### src/rtl/b64u_pkg.sv
// Shared types, constants and the character mapping for the base64url encoder.
package b64u_pkg;

    // ASCII codes used when building characters.
    localparam logic [6:0] PAD_CODE   = 7'd61;  // '='
    localparam logic [6:0] DASH_CODE  = 7'd45;  // '-'
    localparam logic [6:0] UNDER_CODE = 7'd95;  // '_'
    localparam logic [6:0] UPPER_BASE = 7'd65;  // 'A'
    localparam logic [6:0] LOWER_BASE = 7'd71;  // 'a' minus 26
    localparam logic [6:0] DIGIT_DROP = 7'd4;   // 52 minus '0'

    localparam int MAX_CHARS = 4;

    // Input word: one raw byte and the end-of-message flag.
    typedef struct packed {
        logic [7:0] data_byte;
        logic       final_byte;
    } in_word_t;

    // Output word: one ASCII character and the end-of-message mark.
    typedef struct packed {
        logic [6:0] char_code;
        logic       message_end;
    } out_word_t;

    // Encoder state carried from one byte to the next.
    typedef struct packed {
        logic [5:0] pending_bits;
        logic [2:0] pending_count;
        logic [1:0] chars_mod_four;
    } enc_state_t;

    // Group of characters produced by one byte.
    typedef struct packed {
        logic [MAX_CHARS-1:0][6:0] chars;
        logic [2:0]                count;
        logic                      final_flag;
    } char_group_t;

    // Maps a six-bit value to its URL-safe alphabet symbol.
    function automatic logic [6:0] symbol(input logic [5:0] v);
        logic [6:0] code;
        if (v < 6'd26) begin
            code = UPPER_BASE + {1'b0, v};
        end else if (v < 6'd52) begin
            code = LOWER_BASE + {1'b0, v};
        end else if (v < 6'd62) begin
            code = {1'b0, v} - DIGIT_DROP;
        end else if (v == 6'd62) begin
            code = DASH_CODE;
        end else begin
            code = UNDER_CODE;
        end
        return code;
    endfunction

endpackage

### src/rtl/b64u_group.sv
// Turns one byte and the current encoder state into its character group.
module b64u_group (
    input  b64u_pkg::in_word_t    word,
    input  b64u_pkg::enc_state_t  state,
    output b64u_pkg::char_group_t group,
    output b64u_pkg::enc_state_t  state_next
);

    logic [5:0] c0;
    logic [5:0] c1;
    logic [5:0] flush;
    logic [3:0] rem;
    logic [2:0] rem_count;
    logic [1:0] n_regular;
    logic [1:0] mod_after;
    logic [1:0] pads;
    logic [7:0] d;
    logic [5:0] p;

    assign d = word.data_byte;
    assign p = state.pending_bits;

    always_comb
    begin
        case (state.pending_count)
            3'd0:
            begin
                c0        = d[7:2];
                c1        = '0;
                n_regular = 2'd1;
                rem       = {2'b00, d[1:0]};
                rem_count = 3'd2;
                flush     = {d[1:0], 4'b0000};
            end
            3'd2:
            begin
                c0        = {p[1:0], d[7:4]};
                c1        = '0;
                n_regular = 2'd1;
                rem       = d[3:0];
                rem_count = 3'd4;
                flush     = {d[3:0], 2'b00};
            end
            default:
            begin
                c0        = {p[3:0], d[7:6]};
                c1        = d[5:0];
                n_regular = 2'd2;
                rem       = '0;
                rem_count = 3'd0;
                flush     = '0;
            end
        endcase
    end

    // A final byte always yields exactly two characters before padding: either
    // two full groups, or one full group and the flushed leftover bits.
    assign mod_after = state.chars_mod_four + 2'd2;
    assign pads      = (mod_after == 2'd0) ? 2'd0 : 2'd2 - ((mod_after == 2'd3) ? 2'd1 : 2'd0);

    always_comb
    begin
        group.chars[0]   = b64u_pkg::symbol(c0);
        group.chars[1]   = (n_regular == 2'd2) ? b64u_pkg::symbol(c1)
                                               : b64u_pkg::symbol(flush);
        group.chars[2]   = b64u_pkg::PAD_CODE;
        group.chars[3]   = b64u_pkg::PAD_CODE;
        group.final_flag = word.final_byte;
        if (word.final_byte) begin
            group.count               = 3'd2 + {1'b0, pads};
            state_next.pending_bits   = '0;
            state_next.pending_count  = '0;
            state_next.chars_mod_four = '0;
        end else begin
            group.count               = {1'b0, n_regular};
            state_next.pending_bits   = {2'b00, rem};
            state_next.pending_count  = rem_count;
            state_next.chars_mod_four = state.chars_mod_four + n_regular;
        end
    end

endmodule

### src/rtl/base64url_stream_encoder_core.sv
// Top level of the streaming base64url encoder: byte input, character output.
// The block takes a message one byte per word and gives base64url text one
// character per word, using the URL-safe alphabet (A-Z, a-z, 0-9, '-', '_').
// The byte that carries final_byte flushes any leftover bits as one more
// character (left-aligned, zero-filled), pads with '=' to a multiple of four
// characters, raises message_end on the last character and clears the state
// for the next message. Every message has at least one byte. A byte enters an
// input register, is encoded combinationally into a group of one to four
// characters, and the group is sent out at one character per cycle while
// char_stall is low, so the output port sets the rate: a non-final byte gives
// one or two characters and a final byte two to four. A byte's characters
// are shown from the group register, which loads from the input register.
// The input register takes the next byte while the current group drains.
module base64url_stream_encoder_core (
    input  logic                 clk,
    input  logic                 rst_n,
    input  logic                 byte_valid,
    output logic                 byte_stall,
    input  b64u_pkg::in_word_t   byte_word,
    output logic                 char_valid,
    input  logic                 char_stall,
    output b64u_pkg::out_word_t  char_word
);

    // Input register.
    logic                  in_full_reg;
    b64u_pkg::in_word_t    in_word_reg;

    // Encoder state between bytes.
    b64u_pkg::enc_state_t  state_reg;
    b64u_pkg::enc_state_t  state_next;

    // Character group being sent out.
    logic                  group_valid_reg;
    b64u_pkg::char_group_t group_reg;
    b64u_pkg::char_group_t group_next;
    logic [1:0]            idx_reg;

    logic [1:0]            last_idx;
    logic                  on_last;
    logic                  pop;
    logic                  last_pop;
    logic                  load;

    b64u_group u_group (
        .word       (in_word_reg),
        .state      (state_reg),
        .group      (group_next),
        .state_next (state_next)
    );

    assign last_idx = 2'(group_reg.count - 3'd1);
    assign on_last  = (idx_reg == last_idx);
    assign pop      = group_valid_reg && !char_stall;
    assign last_pop = pop && on_last;

    // The held byte moves on when the group register is free or frees up now.
    assign load       = in_full_reg && (!group_valid_reg || last_pop);
    assign byte_stall = in_full_reg && !load;

    assign char_valid            = group_valid_reg;
    assign char_word.char_code   = group_reg.chars[idx_reg];
    assign char_word.message_end = group_reg.final_flag && on_last;

    always_ff @(posedge clk or negedge rst_n)
    begin
        if (!rst_n) begin
            in_full_reg <= 1'b0;
        end else if (!byte_stall) begin
            in_full_reg <= byte_valid;
        end
    end

    always_ff @(posedge clk)
    begin
        if (byte_valid && !byte_stall) begin
            in_word_reg <= byte_word;
        end
    end

    always_ff @(posedge clk or negedge rst_n)
    begin
        if (!rst_n) begin
            state_reg       <= '0;
            group_valid_reg <= 1'b0;
            idx_reg         <= '0;
        end else if (load) begin
            state_reg       <= state_next;
            group_valid_reg <= 1'b1;
            idx_reg         <= '0;
        end else if (last_pop) begin
            group_valid_reg <= 1'b0;
        end else if (pop) begin
            idx_reg <= idx_reg + 2'd1;
        end
    end

    always_ff @(posedge clk)
    begin
        if (load) begin
            group_reg <= group_next;
        end
    end

endmodule

### config.mk
export PLATFORM = sky130hd
export DESIGN_NAME = base64url_stream_encoder_core
export DESIGN_NICKNAME = d
export VERILOG_FILES = /design/src/rtl/b64u_pkg.sv /design/src/rtl/b64u_group.sv /design/src/rtl/base64url_stream_encoder_core.sv
export SDC_FILE = /design/constraint.sdc
export NUM_CORES = 1
export LEC_CHECK = 0
export BUFFER_PORTS_ARGS = -buffer_cell sky130_fd_sc_hd__buf_2
export CORE_AREA = 2 2 105 107
export DETAILED_ROUTE_END_ITERATION = 7
export DIE_AREA = 0 0 107 109
export GPL_ROUTABILITY_DRIVEN = 0
export MAX_ROUTING_LAYER = met4
export REMOVE_ABC_BUFFERS = 1
export SYNTH_ARGS = -nofsm -noshare
export SYNTH_HDL_FRONTEND = slang
export SYNTH_HIERARCHICAL = 1
export SYNTH_SLANG_ARGS = --single-unit
### constraint.sdc
create_clock -name clk -period 4.84 [get_ports clk]
set_clock_uncertainty 0.1 [all_clocks]
set_input_delay 0.726 -clock clk [delete_from_list [all_inputs] [get_ports clk]]
set_output_delay 0.726 -clock clk [all_outputs]
set_load 0.02 [all_outputs]
After elaboration in Yosys (flattened, before gate mapping)
Cells that the tools add are included.

Output and inout bits: 10. Flip-flop bits (word level): 39.

$lt $le $gt $ge: 10. Add/subtract/negate cells: 15. Reduce and logical (&&, ||, !) cells: 17. Equal/unequal tests: 8. Muxes and demuxes: 30.

Operators by type and width (count): 7-bit 2-to-1 mux (14); 7-bit by 6-bit adder with 7-bit output (first input constant) (6); 6-bit < comparator (second input constant) (6); 6-bit case mux with 2 select lines (2); 6-bit by 3-bit subtractor with 7-bit output (second input constant) (3); 6-bit equality test (second input constant) (3); 6-bit by 5-bit < comparator with 1-bit output (second input constant) (3); 7-bit binary-select mux with 2-bit select (1); 2-bit 2-to-1 mux (6); 9-bit 2-to-1 mux (1); 4-bit case mux with 2 select lines (1); 1-bit logical AND (6); 6-bit 2-to-1 mux (1); 3-bit case mux with 2 select lines (1); 2-bit equality test (second input constant) (2); 1-bit zero test (4); 2-bit nonzero test (2); 3-bit by 2-bit equality test with 1-bit output (second input constant) (1); 3-bit zero test (1); 2-bit by 3-bit < comparator with 1-bit output (second input constant) (1); 1-bit 2-to-1 mux (3); 2-bit by 1-bit adder with 2-bit output (second input constant) (1); 2-bit adder (1); 2-bit adder (first input constant) (1); other kinds (9) (9).

Logic depth before layout (Yosys ltp)
Gate-level depths: netlist of the first run.

Depth in word-level cells: 9. Depth in mapped cells: 13. Depth with buffers taken out: 11.

By module
The synthesis of the first run kept the hierarchy.

By module, submodules not included: base64url_stream_encoder_core (sequential area each 1576.5 sq um, instances 1, area an instance 2113.3 sq um, cells an instance 106); b64u_group (sequential area each 0.0 sq um, instances 1, area an instance 1515.2 sq um, cells an instance 225).

Worst setup path before layout of the first run
No wires, ideal clock.

Path kind: register to register. From: register state_reg[2] in the netlist's numbering. To: register group_reg[16] in the netlist's numbering, data pin. Required time: 4.470 ns. Data arrival time: 2.382 ns. Cell stages (with the launch flop): 13. Buffers on the path: 2. Setup slack: 2.088 ns. Cell sequence: dfrtp_1 or2_1 buf_6 clkinv_8 clkbuf_1 nand2_1 nor3_1 ha_1 a41o_1 a21oi_1 xnor2_1 nand2_1 o21ai_0.

RTL lines: from (decl) (line base64url_stream_encoder_core.sv:30) `b64u_pkg::enc_state_t state_reg;`; from (signal assigned) (line base64url_stream_encoder_core.sv:88) `state_reg <= state_next;`; to (signal assigned) (line base64url_stream_encoder_core.sv:101) `group_reg <= group_next;`; to (decl) (line base64url_stream_encoder_core.sv:35) `b64u_pkg::char_group_t group_reg;`.

==> results of run 1 <==
[cell usage in the layout, fill, tap and decap left out, types with 2 or more instances in the layout]
master and n:
dfrtp_1 13, a211oi_1 2, mux4_2 7, inv_1 16
nand2_1 23, nand2b_1 9, a21o_1 3, mux2_2 7
edfxtp_1 40, a21boi_0 2, mux2_4 7, and3_1 6
buf_2 22, conb_1 15, nor3_1 7, nand3b_1 2
a21oi_1 16, o31ai_1 2, o221ai_1 3, and2_1 5
a31oi_1 4, nor2_1 16, o211ai_1 3, clkbuf_8 6
o21ai_2 3, xnor2_1 7, mux2i_1 6, or3_1 3
o21bai_1 2, nand3_1 5, o211a_1 2, nor2b_1 6
mux2i_2 3, o21a_1 3, ha_1 15, o21ai_0 17
[stage by stage]
stage          worst slack (ps)  instance area, um^2  cells  hold WS (ps)  total power [mW]
2_1_floorplan              1980                 3370    305           330              1.79
3_3_place_gp               1670                 3670    468           401              2.09
3_5_place_dp               1530                 3670    468           407              2.11
4_1_cts                    1510                 3770    476           205              2.38
5_1_grt                    1180                 3770    476           198              2.56
6_report                   1430                 3770    476           198              2.37
[routing by layer]
layer | GRT usage (%) | vias to the layer above
met4 | 3.71 | 0
met3 | 1.67 | 5
met1 | 18.2 | 1139
met5 | - | -
met2 | 18.0 | 55
li1 | - | 1175
[cell type report]
type,instances,area (um^2)
Multi-Input combinational cell,235,1780
Fill cell,1047,6840
Clock buffer,6,82.6
Timing Repair Buffer,23,118
Sequential cell,53,1530
Clock inverter,2,13.8
Inverter,17,76.3
Tap cell,140,175
[final timing paths]
check | from | end | slack (ps)
max in group asynchronous | rst_n | state_reg[8]$_DFFE_PN0P_ | 4200
min in group clk | state_reg[7]$_DFFE_PN0P_ | state_reg[7]$_DFFE_PN0P_ | 430
hold reg to reg | state_reg[7]$_DFFE_PN0P_ | state_reg[7]$_DFFE_PN0P_ | 430
hold / removal | rst_n | state_reg[1]$_DFFE_PN0P_ | 200
setup / recovery | state_reg[4]$_DFFE_PN0P_ | group_reg[14]$_DFFE_PP_ | 1430
setup reg to reg | state_reg[4]$_DFFE_PN0P_ | group_reg[14]$_DFFE_PP_ | 1430
[power groups by stage]
| stage | combinational, mW | sequential, mW | clock (mW) |
|---|---|---|---|
| 5_1_grt | 1.41 | 0.851 | 0.301 |
| 3_3_place_gp | 1.25 | 0.837 | 0 |
| 4_1_cts | 1.28 | 0.830 | 0.278 |
| 6_report | 1.28 | 0.827 | 0.265 |
| 2_1_floorplan | 1.00 | 0.791 | 0 |
| 3_5_place_dp | 1.27 | 0.841 | 0 |
[critical path, delay by kind of cell, from the launching register on]
family                   cells  cell delay [ps]
AO/OA/AOI/OAI                5             1190
adder cells (fa/ha/maj)      1              260
AND/OR/NAND/NOR              3             1170
flip-flops                   1              420
==> results.txt, run 1 <==
wire length on met3 - 215 um
CTS resizes - 0
YS warnings - 6
final hold viol count - 0
CP max stage delay - 680 ps
RSZ-0062 raised after global routing - false
crit end category - flop
status - completed
max reg flops - 31
Worst Path Required - 4780 ps
combinational share of power - 53.9%
Root Driver - clkbuf_8
Layout Utilization - 35.5%
maximum root-to-sink buffer count - 2
DR top layer - met4
Hold WC Path Type - in2async
crit-path max FO - 17
Die Area - 0.0117 mm^2
initial drt markers - 121
PwrDens - 629 mW/mm^2
clock share of power - 11.2%
M1 WL - 3.46 mm
routed wire length per instance - 14.1 um
initial antenna violation count - 0
sequential power share - 34.9%
Sw Share - 43.2%
PortBufs - 22
crit-path cells - or2_1 > nand2_1 > ha_1 > a21o_1 > a21oi_1 > and3_1 > o21ai_0 > a21boi_0 > o221ai_1
Pint - 1.35 mW
Vias/cell - 4.99
Synth Area per Inst - 10.9 um^2
Max VDD drop - 0.000213 V
Synth-to-Final Area Change - 6.62%
Final nets - 364
instance count of the mapped netlist - 325
wirelength, routed - 6.69 mm
row count - 38
ANT nets after route - 0
largest net degree at the start of global routing - 41
vias in the first global route - 2202
slew of the pin with the lowest slew margin - 887 ps
DIE HEIGHT - 109 um
Max-slew headroom - 39.2%
CP arrival - 3350 ps
number of diodes - 0
core area - 0.0106 mm^2
Routed met2 length - 2.96 mm
TritonCTS clock tree - done
startpoint types - flop
GRT Total Usage - 12.4%
final setup TNS - 0 ps
Ports - 23
period utilization - 70.4%
hold-fix buffers at CTS - 0
Die X - 107 um
Post-CTS Setup Inserts - 0
CTS Buf Count - 5
global-route wire length before repair - 11.2 mm
layout cell share with drive strength beyond 1 - 19.6%
Mapped Area - 0.00353 mm^2
Clk Latency, worst-skew pair - 310 ps
CTS H-tree lvls - 2
Period minus WS final - 3410 ps
DRC Markers - 0
gr ovfl total - 0
Max-Cap Viols - 0
R2R cell count - 9
leak pwr - 1.48 nW
crit path max-delay cell type - or2_1
Num Clock Sinks - 53
via count - 2374
drt pass-1 iters - 4
Initial Utilization - 33.3%
dpl hpwl - 4.77 mm
max frequency - 293 MHz
Clock transition at path regs - 100 ps
final setup vio count - 0
max-slew violation count - 0
Net Switching - 1.02 mW
critical path class - reg2reg
Note: power is estimated with default switching activity, not from simulation.
==> run 2: changes to the inputs <==
==> constraint.sdc (replaced) <==
create_clock -name clk -period 2.9 [get_ports clk]
set_clock_uncertainty 0.1 [all_clocks]
set_input_delay 0.435 -clock clk [delete_from_list [all_inputs] [get_ports clk]]
set_output_delay 0.435 -clock clk [all_outputs]
set_load 0.02 [all_outputs]
==> run 2 against run 1 <==
  * Global-route usage is 1.3 points higher
  * Worst setup slack worse by 1200 ps
  * Worst hold slack worse by 3.4 ps
  * Register-to-register slack got worse by 1200 ps
  * Sequential share of layout area shrank 1.9 points
  * Routed wire length rose by 6.3%
  * Combinational power up 90%
  * Total power grew 78%
  * Critical path depth is the same
  * Clock power is 92% higher
==> results.txt, run 2 (synthesis results as in run 1) <==
Pwr Total - 4.22 mW (was 2.37 mW)
Pint - 2.48 mW (was 1.35 mW)
CTS H-tree lvls - 2 (unchanged)
PwrDens - 1070 mW/mm^2 (was 629 mW/mm^2)
initial antenna violation count - 0 (unchanged)
Worst Path Required - 2840 ps (was 4780 ps)
Sw Share - 41.3% (was 43.2%)
max frequency - 372 MHz (was 293 MHz)
initial drt markers - 166 (was 121)
Initial Utilization - 33.3% (unchanged)
Root Driver - clkbuf_8 (unchanged)
most common cell after layout, fill and taps aside - edfxtp_1 (unchanged)
final hold slack - 194 ps (was 198 ps)
max-slew violation count - 0 (unchanged)
number of diodes - 0 (unchanged)
Routed met2 length - 3.42 mm (was 2.96 mm)
vias in the first global route - 2413 (was 2202)
start point of the worst hold path - byte_word[5]
core area - 0.0106 mm^2 (unchanged)
Post-CTS Setup Inserts - 0 (unchanged)
layout cell share with drive strength beyond 1 - 24.2% (was 19.6%)
wire length on met3 - 283 um (was 215 um)
R2R cell count - 9 (unchanged)
period utilization - 92.7% (was 70.4%)
Net Switching - 1.75 mW (was 1.02 mW)
startpoint types - flop (unchanged)
Place WS - 85.9 ps (was 1530 ps)
Max-Cap Viols - 0 (unchanged)
Num Clock Sinks - 53 (unchanged)
Die X - 107 um (unchanged)
dpl hpwl - 5.38 mm (was 4.77 mm)
multi-input logic area - 0.00178 mm^2 (about the same)
crit-path max FO - 9 (was 17)
Vias/cell - 4.88 (was 4.99)
drt pass-1 iters - 5 (was 4)
slew of the pin with the lowest slew margin - 560 ps (was 887 ps)
Hold WC Path Type - in2reg (was in2async)
Clock transition at path regs - 100 ps (about the same)
Die Area - 0.0117 mm^2 (unchanged)
via count - 2418 (was 2374)
global-route wire length before repair - 12.2 mm (was 11.2 mm)
final setup TNS - 0 ps (unchanged)
worst hold path cell count - 1
routed wire length per instance - 14.3 um (was 14.1 um)
Final nets - 384 (was 364)
final setup vio count - 0 (unchanged)
sequential power share - 30.4% (was 34.9%)
max reg flops - 31 (unchanged)
Crit Reg-Reg Startpoint - state_reg[3]$_DFFE_PN0P_ (was state_reg[4]$_DFFE_PN0P_)
Layout Utilization - 37.3% (was 35.5%)
critical path class - reg2reg (unchanged)
status - completed (unchanged)
ANT nets after route - 0 (unchanged)
row count - 38 (unchanged)
reg2reg setup slack - 210 ps (was 1430 ps)
Register Area - 0.00153 mm^2 (unchanged)
M1 WL - 3.37 mm (was 3.46 mm)
Period minus WS final - 2690 ps (was 3410 ps)
final hold viol count - 0 (unchanged)
crit end category - flop (unchanged)
gr ovfl total - 0 (unchanged)
filler cell count - 1045 (was 1047)
fin area - 0.00395 mm^2 (was 0.00377 mm^2)
leak pwr - 1.59 nW (was 1.48 nW)
Placed Area - 0.00383 mm^2 (was 0.00367 mm^2)
Max-slew headroom - 62.4% (was 39.2%)
clock share of power - 12.0% (was 11.2%)
CTS Buf Count - 5 (unchanged)
maximum root-to-sink buffer count - 2 (unchanged)
largest net degree at the start of global routing - 24 (was 41)
DRC Markers - 0 (unchanged)
TritonCTS clock tree - done (unchanged)
PnR worst setup slack - 211 ps (was 1430 ps)
final std cells w/o fill - 496 (was 476)
Clk Latency, worst-skew pair - 310 ps (about the same)
combinational share of power - 57.6% (was 53.9%)
Synth-to-Final Area Change - 11.9% (was 6.62%)
PortBufs - 22 (unchanged)
CP arrival - 2630 ps (was 3350 ps)
Max VDD drop - 0.000350 V (was 0.000213 V)
most frequent cells in the layout - edfxtp_1 (40), nand2_1 (23), buf_2 (22), buf_4 (19) (was edfxtp_1 (40), nand2_1 (23), buf_2 (22), o21ai_0 (17))
DR top layer - met4 (unchanged)
wirelength, routed - 7.11 mm (was 6.69 mm)
CP Launch Point - state_reg[3]$_DFFE_PN0P_ (was state_reg[4]$_DFFE_PN0P_)
DIE HEIGHT - 109 um (unchanged)
placed cells - 487 (was 468)
Ports - 23 (unchanged)
GRT Total Usage - 13.7% (was 12.4%)
run 2: routing by layer:
layer  GRT usage, %  up-vias
met5              -        -
met3           1.61        4
met2           22.1       62
met1           18.6     1131
li1               -     1221
met4           3.53        0
run 2: final timing paths:
kind | to
setup / recovery | group_reg[7]$_DFFE_PP_
hold / removal | in_word_reg[5]$_DFFE_PP_
setup reg to reg | group_reg[7]$_DFFE_PP_
hold reg to reg | state_reg[7]$_DFFE_PN0P_
max in group asynchronous | state_reg[8]$_DFFE_PN0P_
min in group asynchronous | state_reg[0]$_DFFE_PN0P_
run 2: final cells by class:
cell class,instances,share of cell area [%]
inverter,17,1.93
tap,140,4.43
multi-input combinational,235,45.1
clock inverter,2,0.981
timing repair buffer,43,7.15
sequential,53,38.6
clock buffer,6,1.84
run 2: what timing repair did:
item / CTS / global route
setup endpoints to repair: 0 / 5
resized for setup: 0 / 3
hold buffers: 1 / 0
endpoints found under the hold margin: 13 / 0
run 2: power groups by stage:
stage / clock [mW] / combinational, mW / sequential, mW
floorplan: 0 / 1.67 / 1.32
global placement: 0 / 2.39 / 1.30
detailed placement: 0 / 2.42 / 1.30
global route: 0.562 / 2.72 / 1.31
finish: 0.508 / 2.43 / 1.28
CTS: 0.525 / 2.44 / 1.29
run 2: worst max-delay path, stage by stage, from the launching register on:
cell and delay [ps]:
dfrtp_1 540, mux2i_1 260, o21ai_2 110, ha_1 260, o211a_1 130, a311oi_1 370, o21ai_2 190, or2_0 250
a21oi_1 170, a221oi_2 50
